===== src/rtl/usbchp_pkg.sv =====
package usbchp_pkg;

    // Fixed base header layout
    localparam int unsigned BASE_HEADER_BYTES = 27;
    localparam int unsigned HDR_IDX_W         = $clog2(BASE_HEADER_BYTES);
    localparam logic [31:0] COUNT_MAX          = 32'hFFFF_FFFF;
    localparam logic [7:0]  INFO_RESERVED_MASK = 8'hFE;

    // Record queue depth between the byte front end and the check back end
    localparam int unsigned QUEUE_DEPTH = 2;

    // Result status codes
    typedef enum logic [2:0] {
        ST_OK            = 3'd0,
        ST_SHORT         = 3'd1,
        ST_RESERVED      = 3'd2,
        ST_BAD_HDR_LEN   = 3'd3,
        ST_TRUNCATED     = 3'd4,
        ST_TRAILING      = 3'd5,
        ST_ORIG_MISMATCH = 3'd6
    } t_status;

    // One finished record, handed from the front end to the back end
    typedef struct packed {
        logic [BASE_HEADER_BYTES-1:0][7:0] hdr;
        logic [31:0]                       size;
        logic                              has_orig;
        logic [31:0]                       orig;
    } t_rec;

endpackage


===== src/rtl/usbchp_front.sv =====
module usbchp_front (
    input  logic               i_clk,
    input  logic               i_rst_n,
    input  logic               i_in_valid,
    output logic               o_in_ready,
    input  logic [7:0]         i_data_byte,
    input  logic               i_last,
    input  logic               i_has_original_length,
    input  logic [31:0]        i_original_length,
    output logic               o_push_valid,
    output usbchp_pkg::t_rec   o_push_rec,
    input  logic               i_push_ready
);
    import usbchp_pkg::*;

    logic [31:0]                       r_count;
    logic [31:0]                       n_count;
    logic [BASE_HEADER_BYTES-1:0][7:0] r_hdr;
    logic [BASE_HEADER_BYTES-1:0][7:0] n_hdr;
    logic [31:0]                       count_inc;
    logic                              in_fire;
    logic                              in_hdr;
    logic [HDR_IDX_W-1:0]              hdr_idx;

    // Stall only when the record queue cannot take another record
    assign o_in_ready = i_push_ready;
    assign in_fire    = i_in_valid && o_in_ready;

    // Saturating byte counter
    assign count_inc = (r_count == COUNT_MAX) ? r_count : r_count + 32'd1;
    assign in_hdr    = r_count < 32'(BASE_HEADER_BYTES);
    assign hdr_idx   = r_count[HDR_IDX_W-1:0];

    // Drop the current byte into its header lane
    always_comb begin
        n_hdr = r_hdr;
        if (in_hdr) begin
            n_hdr[hdr_idx] = i_data_byte;
        end
        n_count = r_count;
        if (in_fire) begin
            n_count = i_last ? 32'd0 : count_inc;
        end
    end

    always_ff @(posedge i_clk) begin
        if (!i_rst_n) begin
            r_count <= 32'd0;
        end else begin
            r_count <= n_count;
        end
    end

    // Header bytes need no reset: a record too short to fill them is zeroed later
    always_ff @(posedge i_clk) begin
        if (in_fire) begin
            r_hdr <= n_hdr;
        end
    end

    // Hand the finished record to the queue on its last byte
    assign o_push_valid        = in_fire && i_last;
    assign o_push_rec.hdr      = n_hdr;
    assign o_push_rec.size     = count_inc;
    assign o_push_rec.has_orig = i_has_original_length;
    assign o_push_rec.orig     = i_original_length;

endmodule


===== src/rtl/usbchp_queue.sv =====
module usbchp_queue #(
    parameter int unsigned DEPTH = usbchp_pkg::QUEUE_DEPTH
) (
    input  logic             i_clk,
    input  logic             i_rst_n,
    input  logic             i_push_valid,
    output logic             o_push_ready,
    input  usbchp_pkg::t_rec i_push_rec,
    output logic             o_pop_valid,
    input  logic             i_pop_ready,
    output usbchp_pkg::t_rec o_pop_rec
);
    import usbchp_pkg::*;

    localparam int unsigned PTR_W = $clog2(DEPTH);
    localparam int unsigned CNT_W = $clog2(DEPTH + 1);

    t_rec             r_mem [DEPTH];
    logic [PTR_W-1:0] r_wr_ptr;
    logic [PTR_W-1:0] r_rd_ptr;
    logic [CNT_W-1:0] r_used;
    logic [PTR_W-1:0] n_wr_ptr;
    logic [PTR_W-1:0] n_rd_ptr;
    logic [CNT_W-1:0] n_used;
    logic             push;
    logic             pop;

    assign o_push_ready = r_used != CNT_W'(DEPTH);
    assign o_pop_valid  = r_used != '0;
    assign o_pop_rec    = r_mem[r_rd_ptr];

    assign push = i_push_valid && o_push_ready;
    assign pop  = o_pop_valid && i_pop_ready;

    // Pointer wrap and occupancy
    always_comb begin
        n_wr_ptr = r_wr_ptr;
        n_rd_ptr = r_rd_ptr;
        n_used   = r_used;
        if (push) begin
            n_wr_ptr = (r_wr_ptr == PTR_W'(DEPTH - 1)) ? '0 : r_wr_ptr + PTR_W'(1);
        end
        if (pop) begin
            n_rd_ptr = (r_rd_ptr == PTR_W'(DEPTH - 1)) ? '0 : r_rd_ptr + PTR_W'(1);
        end
        priority case ({push, pop})
            2'b10:   n_used = r_used + CNT_W'(1);
            2'b01:   n_used = r_used - CNT_W'(1);
            default: n_used = r_used;
        endcase
    end

    always_ff @(posedge i_clk) begin
        if (!i_rst_n) begin
            r_wr_ptr <= '0;
            r_rd_ptr <= '0;
            r_used   <= '0;
        end else begin
            r_wr_ptr <= n_wr_ptr;
            r_rd_ptr <= n_rd_ptr;
            r_used   <= n_used;
        end
    end

    // Record storage
    always_ff @(posedge i_clk) begin
        if (push) begin
            r_mem[r_wr_ptr] <= i_push_rec;
        end
    end

endmodule


===== src/rtl/usbchp_back.sv =====
module usbchp_back (
    input  logic             i_clk,
    input  logic             i_rst_n,
    input  logic             i_pop_valid,
    output logic             o_pop_ready,
    input  usbchp_pkg::t_rec i_pop_rec,
    output logic             o_out_valid,
    input  logic             i_out_ready,
    output logic [2:0]       o_status,
    output logic [15:0]      o_hdr_len,
    output logic [63:0]      o_irp_id,
    output logic [31:0]      o_usbd_status,
    output logic [15:0]      o_function_code,
    output logic             o_direction_info,
    output logic [15:0]      o_bus_number,
    output logic [15:0]      o_device_address,
    output logic [7:0]       o_endpoint_number,
    output logic [7:0]       o_transfer_type,
    output logic [31:0]      o_data_length,
    output logic             o_payload_clipped
);
    import usbchp_pkg::*;

    // Stage 1 registers: record plus the size-based compares
    logic        r_s1_valid;
    t_rec        r_s1_rec;
    logic        r_s1_short;
    logic        r_s1_rsv;
    logic        r_s1_bad_hl;
    logic        r_s1_orig_gt;
    logic        r_s1_orig_ne;
    logic [31:0] r_s1_captured;
    logic [32:0] r_s1_expected;

    // Output registers
    logic        r_out_valid;
    t_status     r_status;
    logic [15:0] r_hdr_len;
    logic [63:0] r_irp_id;
    logic [31:0] r_usbd_status;
    logic [15:0] r_function_code;
    logic        r_direction_info;
    logic [15:0] r_bus_number;
    logic [15:0] r_device_address;
    logic [7:0]  r_endpoint_number;
    logic [7:0]  r_transfer_type;
    logic [31:0] r_data_length;
    logic        r_trunc;

    logic        out_en;
    logic        s1_en;
    logic [15:0] in_hl;
    logic [31:0] in_dlen;
    logic [7:0]  in_info;
    logic [15:0] s1_hl;
    logic [31:0] s1_dlen;
    t_status     n_status;
    logic        n_trunc;

    // Pipeline advance
    assign out_en      = !r_out_valid || i_out_ready;
    assign s1_en       = !r_s1_valid || out_en;
    assign o_pop_ready = s1_en;

    // Field views of the incoming record
    assign in_hl   = i_pop_rec.hdr[1:0];
    assign in_dlen = i_pop_rec.hdr[26:23];
    assign in_info = i_pop_rec.hdr[16];

    always_ff @(posedge i_clk) begin
        if (!i_rst_n) begin
            r_s1_valid <= 1'b0;
        end else if (s1_en) begin
            r_s1_valid <= i_pop_valid;
        end
    end

    // Stage 1: length arithmetic and compares against the record size
    always_ff @(posedge i_clk) begin
        if (s1_en) begin
            r_s1_rec      <= i_pop_rec;
            r_s1_short    <= i_pop_rec.size < 32'(BASE_HEADER_BYTES);
            r_s1_rsv      <= (in_info & INFO_RESERVED_MASK) != 8'd0;
            r_s1_bad_hl   <= (in_hl < 16'(BASE_HEADER_BYTES))
                             || ({16'd0, in_hl} > i_pop_rec.size);
            r_s1_orig_gt  <= i_pop_rec.orig > i_pop_rec.size;
            r_s1_orig_ne  <= i_pop_rec.orig != i_pop_rec.size;
            r_s1_captured <= i_pop_rec.size - {16'd0, in_hl};
            r_s1_expected <= {17'd0, in_hl} + {1'b0, in_dlen};
        end
    end

    assign s1_hl   = r_s1_rec.hdr[1:0];
    assign s1_dlen = r_s1_rec.hdr[26:23];

    // Stage 2: status in check order
    always_comb begin
        n_trunc = 1'b0;
        if (r_s1_short) begin
            n_status = ST_SHORT;
        end else if (r_s1_rsv) begin
            n_status = ST_RESERVED;
        end else if (r_s1_bad_hl) begin
            n_status = ST_BAD_HDR_LEN;
        end else if (s1_dlen > r_s1_captured) begin
            // Clipped payload is fine only when the original length confirms it
            if (r_s1_rec.has_orig && ({1'b0, r_s1_rec.orig} == r_s1_expected)
                    && r_s1_orig_gt) begin
                n_status = ST_OK;
                n_trunc  = 1'b1;
            end else begin
                n_status = ST_TRUNCATED;
            end
        end else if (s1_dlen != r_s1_captured) begin
            n_status = ST_TRAILING;
        end else if (r_s1_rec.has_orig && r_s1_orig_ne) begin
            n_status = ST_ORIG_MISMATCH;
        end else begin
            n_status = ST_OK;
        end
    end

    always_ff @(posedge i_clk) begin
        if (!i_rst_n) begin
            r_out_valid <= 1'b0;
        end else if (out_en) begin
            r_out_valid <= r_s1_valid;
        end
    end

    // Output register; a short record reports all-zero fields
    always_ff @(posedge i_clk) begin
        if (out_en) begin
            r_status <= n_status;
            r_trunc  <= n_trunc;
            if (r_s1_short) begin
                r_hdr_len         <= '0;
                r_irp_id          <= '0;
                r_usbd_status     <= '0;
                r_function_code   <= '0;
                r_direction_info  <= 1'b0;
                r_bus_number      <= '0;
                r_device_address  <= '0;
                r_endpoint_number <= '0;
                r_transfer_type   <= '0;
                r_data_length     <= '0;
            end else begin
                r_hdr_len         <= s1_hl;
                r_irp_id          <= r_s1_rec.hdr[9:2];
                r_usbd_status     <= r_s1_rec.hdr[13:10];
                r_function_code   <= r_s1_rec.hdr[15:14];
                r_direction_info  <= r_s1_rec.hdr[16][0];
                r_bus_number      <= r_s1_rec.hdr[18:17];
                r_device_address  <= r_s1_rec.hdr[20:19];
                r_endpoint_number <= r_s1_rec.hdr[21];
                r_transfer_type   <= r_s1_rec.hdr[22];
                r_data_length     <= s1_dlen;
            end
        end
    end

    assign o_out_valid         = r_out_valid;
    assign o_status            = r_status;
    assign o_hdr_len           = r_hdr_len;
    assign o_irp_id            = r_irp_id;
    assign o_usbd_status       = r_usbd_status;
    assign o_function_code     = r_function_code;
    assign o_direction_info    = r_direction_info;
    assign o_bus_number        = r_bus_number;
    assign o_device_address    = r_device_address;
    assign o_endpoint_number   = r_endpoint_number;
    assign o_transfer_type     = r_transfer_type;
    assign o_data_length       = r_data_length;
    assign o_payload_clipped   = r_trunc;

endmodule


===== src/rtl/usb_capture_header_parser_core.sv =====
// Capture record header parser. Takes one byte of a capture record per clock, with
// i_last on the final byte, and returns one result per record: the fields of the
// 27-byte little-endian base header, a status code and a payload-clipped flag.
// Bytes of all records are accepted one per cycle back to back; the only stall on
// the input comes when the record queue (QUEUE_DEPTH records, default 2) is full
// because the result side is not draining. A record enters the queue on the edge that takes
// its last byte, then passes the stage 1 registers for the length arithmetic and compares,
// then the output register, which holds the status decision. The back end retires one
// record per cycle while i_out_ready does not stall it. Payload bytes are counted, not
// forwarded; the byte count saturates at 0xFFFFFFFF.
module usb_capture_header_parser_core #(
    parameter int unsigned QUEUE_DEPTH = usbchp_pkg::QUEUE_DEPTH
) (
    input  logic        i_clk,
    input  logic        i_rst_n,
    input  logic        i_in_valid,
    output logic        o_in_ready,
    input  logic [7:0]  i_data_byte,
    input  logic        i_last,
    input  logic        i_has_original_length,
    input  logic [31:0] i_original_length,
    output logic        o_out_valid,
    input  logic        i_out_ready,
    output logic [2:0]  o_status,
    output logic [15:0] o_hdr_len,
    output logic [63:0] o_irp_id,
    output logic [31:0] o_usbd_status,
    output logic [15:0] o_function_code,
    output logic        o_direction_info,
    output logic [15:0] o_bus_number,
    output logic [15:0] o_device_address,
    output logic [7:0]  o_endpoint_number,
    output logic [7:0]  o_transfer_type,
    output logic [31:0] o_data_length,
    output logic        o_payload_clipped
);
    import usbchp_pkg::*;

    logic push_valid;
    logic push_ready;
    t_rec push_rec;
    logic pop_valid;
    logic pop_ready;
    t_rec pop_rec;

    // Byte front end: count and capture
    usbchp_front u_front (
        .i_clk                 (i_clk),
        .i_rst_n               (i_rst_n),
        .i_in_valid            (i_in_valid),
        .o_in_ready            (o_in_ready),
        .i_data_byte           (i_data_byte),
        .i_last                (i_last),
        .i_has_original_length (i_has_original_length),
        .i_original_length     (i_original_length),
        .o_push_valid          (push_valid),
        .o_push_rec            (push_rec),
        .i_push_ready          (push_ready)
    );

    // Finished records waiting for the checks
    usbchp_queue #(
        .DEPTH (QUEUE_DEPTH)
    ) u_queue (
        .i_clk        (i_clk),
        .i_rst_n      (i_rst_n),
        .i_push_valid (push_valid),
        .o_push_ready (push_ready),
        .i_push_rec   (push_rec),
        .o_pop_valid  (pop_valid),
        .i_pop_ready  (pop_ready),
        .o_pop_rec    (pop_rec)
    );

    // Check back end and result register
    usbchp_back u_back (
        .i_clk               (i_clk),
        .i_rst_n             (i_rst_n),
        .i_pop_valid         (pop_valid),
        .o_pop_ready         (pop_ready),
        .i_pop_rec           (pop_rec),
        .o_out_valid         (o_out_valid),
        .i_out_ready         (i_out_ready),
        .o_status            (o_status),
        .o_hdr_len           (o_hdr_len),
        .o_irp_id            (o_irp_id),
        .o_usbd_status       (o_usbd_status),
        .o_function_code     (o_function_code),
        .o_direction_info    (o_direction_info),
        .o_bus_number        (o_bus_number),
        .o_device_address    (o_device_address),
        .o_endpoint_number   (o_endpoint_number),
        .o_transfer_type     (o_transfer_type),
        .o_data_length       (o_data_length),
        .o_payload_clipped   (o_payload_clipped)
    );

endmodule


===== config.mk =====
export PLATFORM = sky130hd
export DESIGN_NAME = usb_capture_header_parser_core
export DESIGN_NICKNAME = d
export VERILOG_FILES = /design/src/rtl/usbchp_pkg.sv /design/src/rtl/usbchp_front.sv /design/src/rtl/usbchp_queue.sv /design/src/rtl/usbchp_back.sv /design/src/rtl/usb_capture_header_parser_core.sv
export SDC_FILE = /design/constraint.sdc
export NUM_CORES = 2
export LEC_CHECK = 0
export BUFFER_PORTS_ARGS = -buffer_cell sky130_fd_sc_hd__buf_2
export CORE_MARGIN = 2
export CORE_UTILIZATION = 60
export CTS_CLUSTER_SIZE = 14
export DETAILED_ROUTE_END_ITERATION = 16
export MAX_ROUTING_LAYER = met4
export PLACE_DENSITY = 0.78
export RECOVER_POWER = 50
export SLEW_MARGIN = 10
export SYNTH_ARGS = -nofsm -noshare
export SYNTH_HDL_FRONTEND = slang
export SYNTH_SLANG_ARGS = --single-unit

===== constraint.sdc =====
create_clock -name i_clk -period 19.86 [get_ports i_clk]
set_input_delay 0.993 -clock i_clk [delete_from_list [all_inputs] [get_ports i_clk]]
set_output_delay 0.993 -clock i_clk [all_outputs]
set_load 0.03 [all_outputs]

==> impl_table.tex <==
\begin{tabular}{lr}
\hline
Metric & Value \\
\hline
\multicolumn{2}{l}{\textbf{Yosys}} \\
Most frequently used flop master after synthesis & sky130\_fd\_sc\_hd\_\_edfxtp\_1 \\
Fraction of synthesis flops using an asynchronous set or reset pin & 0\% \\
Syn Area/Cell & 17.3 µm² \\
Biggest area consumer among synthesized cells & sky130\_fd\_sc\_hd\_\_edfxtp\_1 \\
Cell types with the largest area share after synthesis & sky130\_fd\_sc\_hd\_\_edfxtp\_1 73\%, sky130\_fd\_sc\_hd\_\_mux2\_2 9.3\%, sky130\_fd\_sc\_hd\_\_nor2b\_1 2.6\% \\
EDFF count, synth & 1303 \\
Most repeated cell in the gate-level netlist after synthesis & sky130\_fd\_sc\_hd\_\_edfxtp\_1 \\
Warnings from Yosys & 0 \\
Cell area after synthesis & 0.0534 mm² \\
Flops \& latches, synth & 1342 \\
Number of distinct library cell variants in the gate-level netlist after synthesis & 80 \\
Share of the yosys chip area belonging to registers & 74.7\% \\
Gate Count Post-Synth & 3092 \\
Ranking of synthesized cells by instance count & 1303 x sky130\_fd\_sc\_hd\_\_edfxtp\_1, 439 x sky130\_fd\_sc\_hd\_\_mux2\_2, 221 x sky130\_fd\_sc\_hd\_\_nor2b\_1 \\
Area share of the leading cell type in the synthesized netlist & 73.2\% \\
Synthesized netlist net count & 3241 \\
\multicolumn{2}{l}{\textbf{Pwr}} \\
Fraction of power consumed by combinational cells & 21.2\% \\
Leak Pwr & 21.0 nW \\
Pint & 0.00580 W \\
Switch share & 29.4\% \\
Worst VDD drop & 0.0917 mV \\
Total Power & 0.00822 W \\
Switching Power & 0.00242 W \\
Part of the power in registers & 50.0\% \\
Total power density per cell area & 138 mW/mm² \\
Share of power burned in the clock network & 28.8\% \\
\multicolumn{2}{l}{\textbf{Finish}} \\
Relative area change from synthesis to final layout & 11.6\% \\
Total number of nets in the final design & 3545 \\
Fraction of final layout cells with drive strength greater than 1 & 16.4\% \\
\multicolumn{2}{l}{\textbf{STA}} \\
Post-route setup slack & 10.55 ns \\
Unrepaired setup endpoints after global routing & false \\
Worst slew margin relative to its limit & -573\% \\
Actual transition at the worst max-transition pin & 10.10 ns \\
Minimum clock period & 9.31 ns \\
Final count of negative-setup-slack endpoints & 0 \\
Post-route clock skew & 0.0284 ns \\
Hold Vio Cnt, Final & 0 \\
Final TNS setup & 0 ns \\
Slew Limit Fails & 1266 \\
Highest Clock Rate & 107 MHz \\
Ratio of final minimum period to clock period & 46.9\% \\
\multicolumn{2}{l}{\textbf{Clock network}} \\
Clock tree buffer depth & 3 \\
Resized Gates After CTS & 0 \\
Deepest level of the CTS H-tree & 4 \\
Hold-fix buffers, CTS & 0 \\
Clock tree from TritonCTS & built \\
Clock latency at the later pin of the worst-skew pair & 0.74 ns \\
Clk sink count & 1342 \\
Inserted Clock Buffers & 132 \\
CTS root buf & sky130\_fd\_sc\_hd\_\_clkbuf\_16 \\
Register clock-pin slew on the reported worst setup and hold paths & 0.06 ns \\
Number of buffers inserted to repair setup after CTS & 0 \\
\multicolumn{2}{l}{\textbf{Route}} \\
Count of vias placed by the detailed router & 27706 \\
Wire length per cell after detailed routing & 24.5 µm \\
Iteration count of the initial detailed-routing pass & 5 \\
Total length of routed wires & 114000 µm \\
DR iter-0 viols & 2478 \\
Antenna viol nets, final & 0 \\
DRC & 0 \\
Per-cell via count in the routed design & 5.94 \\
\multicolumn{2}{l}{\textbf{Global routing}} \\
Initial antenna violation count & 5 \\
Overall overflow remaining after global route & 0 \\
Wire length of the first global-routing pass & 170000 µm \\
Via count of the first global-routing pass & 27749 \\
Global-route total usage across every layer & 25.9\% \\
Maximum number of pins on one net before global-route repair & 213 \\
\multicolumn{2}{l}{\textbf{Setup path}} \\
Number of buffers and inverters on the critical path & 5 \\
Cell chain of the critical path & nand2b\_1 -> nand2\_1 -> clkbuf\_1 -> clkinvlp\_2 -> nand2\_1 -> nor2\_1 -> buf\_4 -> buf\_4 -> buf\_4 \\
Kind of start point of the critical path & register \\
Peak per-stage delay on the critical path & 2.78 ns \\
Worst path top cell family by delay & buffers and inverters \\
Kind of end point of the critical path & register \\
Most prevalent standard cell on the critical path & sky130\_fd\_sc\_hd\_\_buf\_4 \\
Crit Path Class & reg2reg \\
Highest-delay cell along the critical path & sky130\_fd\_sc\_hd\_\_clkinvlp\_2 \\
Arrival time of the worst setup path & 9.64 ns \\
Data required time at the worst endpoint & 20.19 ns \\
Max FO, Critical Path & 91 \\
\multicolumn{2}{l}{\textbf{Floorplan}} \\
Total Die Area & 0.0914 mm² \\
Rows & 109 \\
Effective utilization at floorplan & 60.5\% \\
Die width & 302 µm \\
Die Span Y & 302 µm \\
Placeable core region & 0.0882 mm² \\
I/O Pins & 261 \\
\multicolumn{2}{l}{\textbf{Place}} \\
Post-detail-place hpwl & 71400 µm \\
Routability-driven placement congestion ratio & 0.954 \\
PortBufs & 260 \\
Worst setup slack after placement & 13.90 ns \\
\multicolumn{2}{l}{\textbf{Min path}} \\
Worst hold path type & in2reg \\
\multicolumn{2}{l}{\textbf{Outcome}} \\
Status & complete, but fails checks \\
Violations in the final reports & max-capacitance violations, max-slew violations \\
\multicolumn{2}{l}{\textbf{Job}} \\
Maxcap violations & 16 \\
\hline
\end{tabular}
[layout make-up]
class / count / area (µm²)
Tap cell: 1165 / 1460
Fill cell: 5759 / 28700
Clock inverter: 64 / 563
Inverter: 92 / 348
Clock buffer: 167 / 3520
Multi-Input combinational cell: 1546 / 12700
Sequential cell: 1342 / 39900
Timing Repair Buffer: 282 / 1130
Antenna cell: 3 / 7.51
[kinds of logic after synthesis]
family                     synth area share (%)
and+or+nand+nor                            6.05
buffers and inverters                      1.53
adders and majority gates                  2.44
DFF                                        74.7
xor gates and xnor gates                   1.97
AOI/OAI and AO/OA                          3.16
muxes                                      10.1
[layer usage]
metal	part of all wire, %	wire (µm)	up-vias	track usage (%)
li1	-	-	12387	-
met1	41	46600	14082	34.3
met2	50	57400	1061	42.1
met3	6.8	7840	176	4.16
met4	2.2	2570	0	7.01
met5	0	0	-	-
[cell usage in the layout (no fill, tap or decap), drive strengths merged, types with 16 or more instances in the layout]
master,instances
edfxtp,1303
mux2,443
clkbuf,414
nor2b,221
nand2,111
ha,101
inv,100
xnor2,78
a21oi,70
nor2,70
o21ai,50
clkinv,46
mux2i,43
xor2,42
dfxtp,39
nand4,39
a21o,36
buf,35
nand3,30
nor3,19
nor4,18
a31oi,16
[power by group through the flow]
stage,Combinational (W),Sequential [W],Clock [W]
3_5_place_dp,0.00178,0.00413,0
5_1_grt,0.00188,0.00416,0.00251
2_1_floorplan,0.000941,0.00442,0
4_1_cts,0.00179,0.00408,0.00240
6_report,0.00174,0.00411,0.00236
3_3_place_gp,0.00172,0.00412,0
[registers in the layout, summed over array words and instances (netlist names), 2 cells and up, named ones only]
| signal | count |
|---|---|
| u_back.o_bus_number | 16 |
| u_back.o_data_length | 32 |
| u_back.o_device_address | 16 |
| u_back.o_endpoint_number | 8 |
| u_back.o_function_code | 16 |
| u_back.o_hdr_len | 16 |
| u_back.o_irp_id | 64 |
| u_back.o_status | 3 |
| u_back.o_transfer_type | 8 |
| u_back.o_usbd_status | 32 |
| u_back.r_s1_captured | 32 |
| u_back.r_s1_expected | 33 |
| u_back.r_s1_rec | 242 |
| u_front.r_count | 32 |
| u_front.r_hdr | 216 |
| u_queue.r_mem | 562 |
| u_queue.r_used | 2 |
[through the flow]
| stage | hold slack (ns) | std cells | cell area, µm² | util (%) |
|---|---|---|---|---|
| after floorplan | 0.463 | 3092 | 53400 | - |
| after global placement | 0.485 | 4427 | 55900 | 63.4 |
| after detailed placement | 0.506 | 4427 | 55900 | 63.4 |
| after CTS | 0.408 | 4658 | 60000 | 68.0 |
| after global routing | 0.427 | 4660 | 59600 | 67.5 |
| final | 0.462 | 4661 | 59600 | 67.5 |
[worst paths after layout]
check	startpoint	endpoint	slack (ns)	cells after the start
max	u_queue.r_used[0]	u_queue.r_mem[0][68]	10.55	9
min	i_original_length[0]	u_queue.r_mem[1][0]	0.46	1
max reg2reg	u_queue.r_used[0]	u_queue.r_mem[0][68]	10.55	9
min reg2reg	u_queue.r_rd_ptr	u_queue.r_rd_ptr	0.52	2
(Power assumes the default switching activity.)
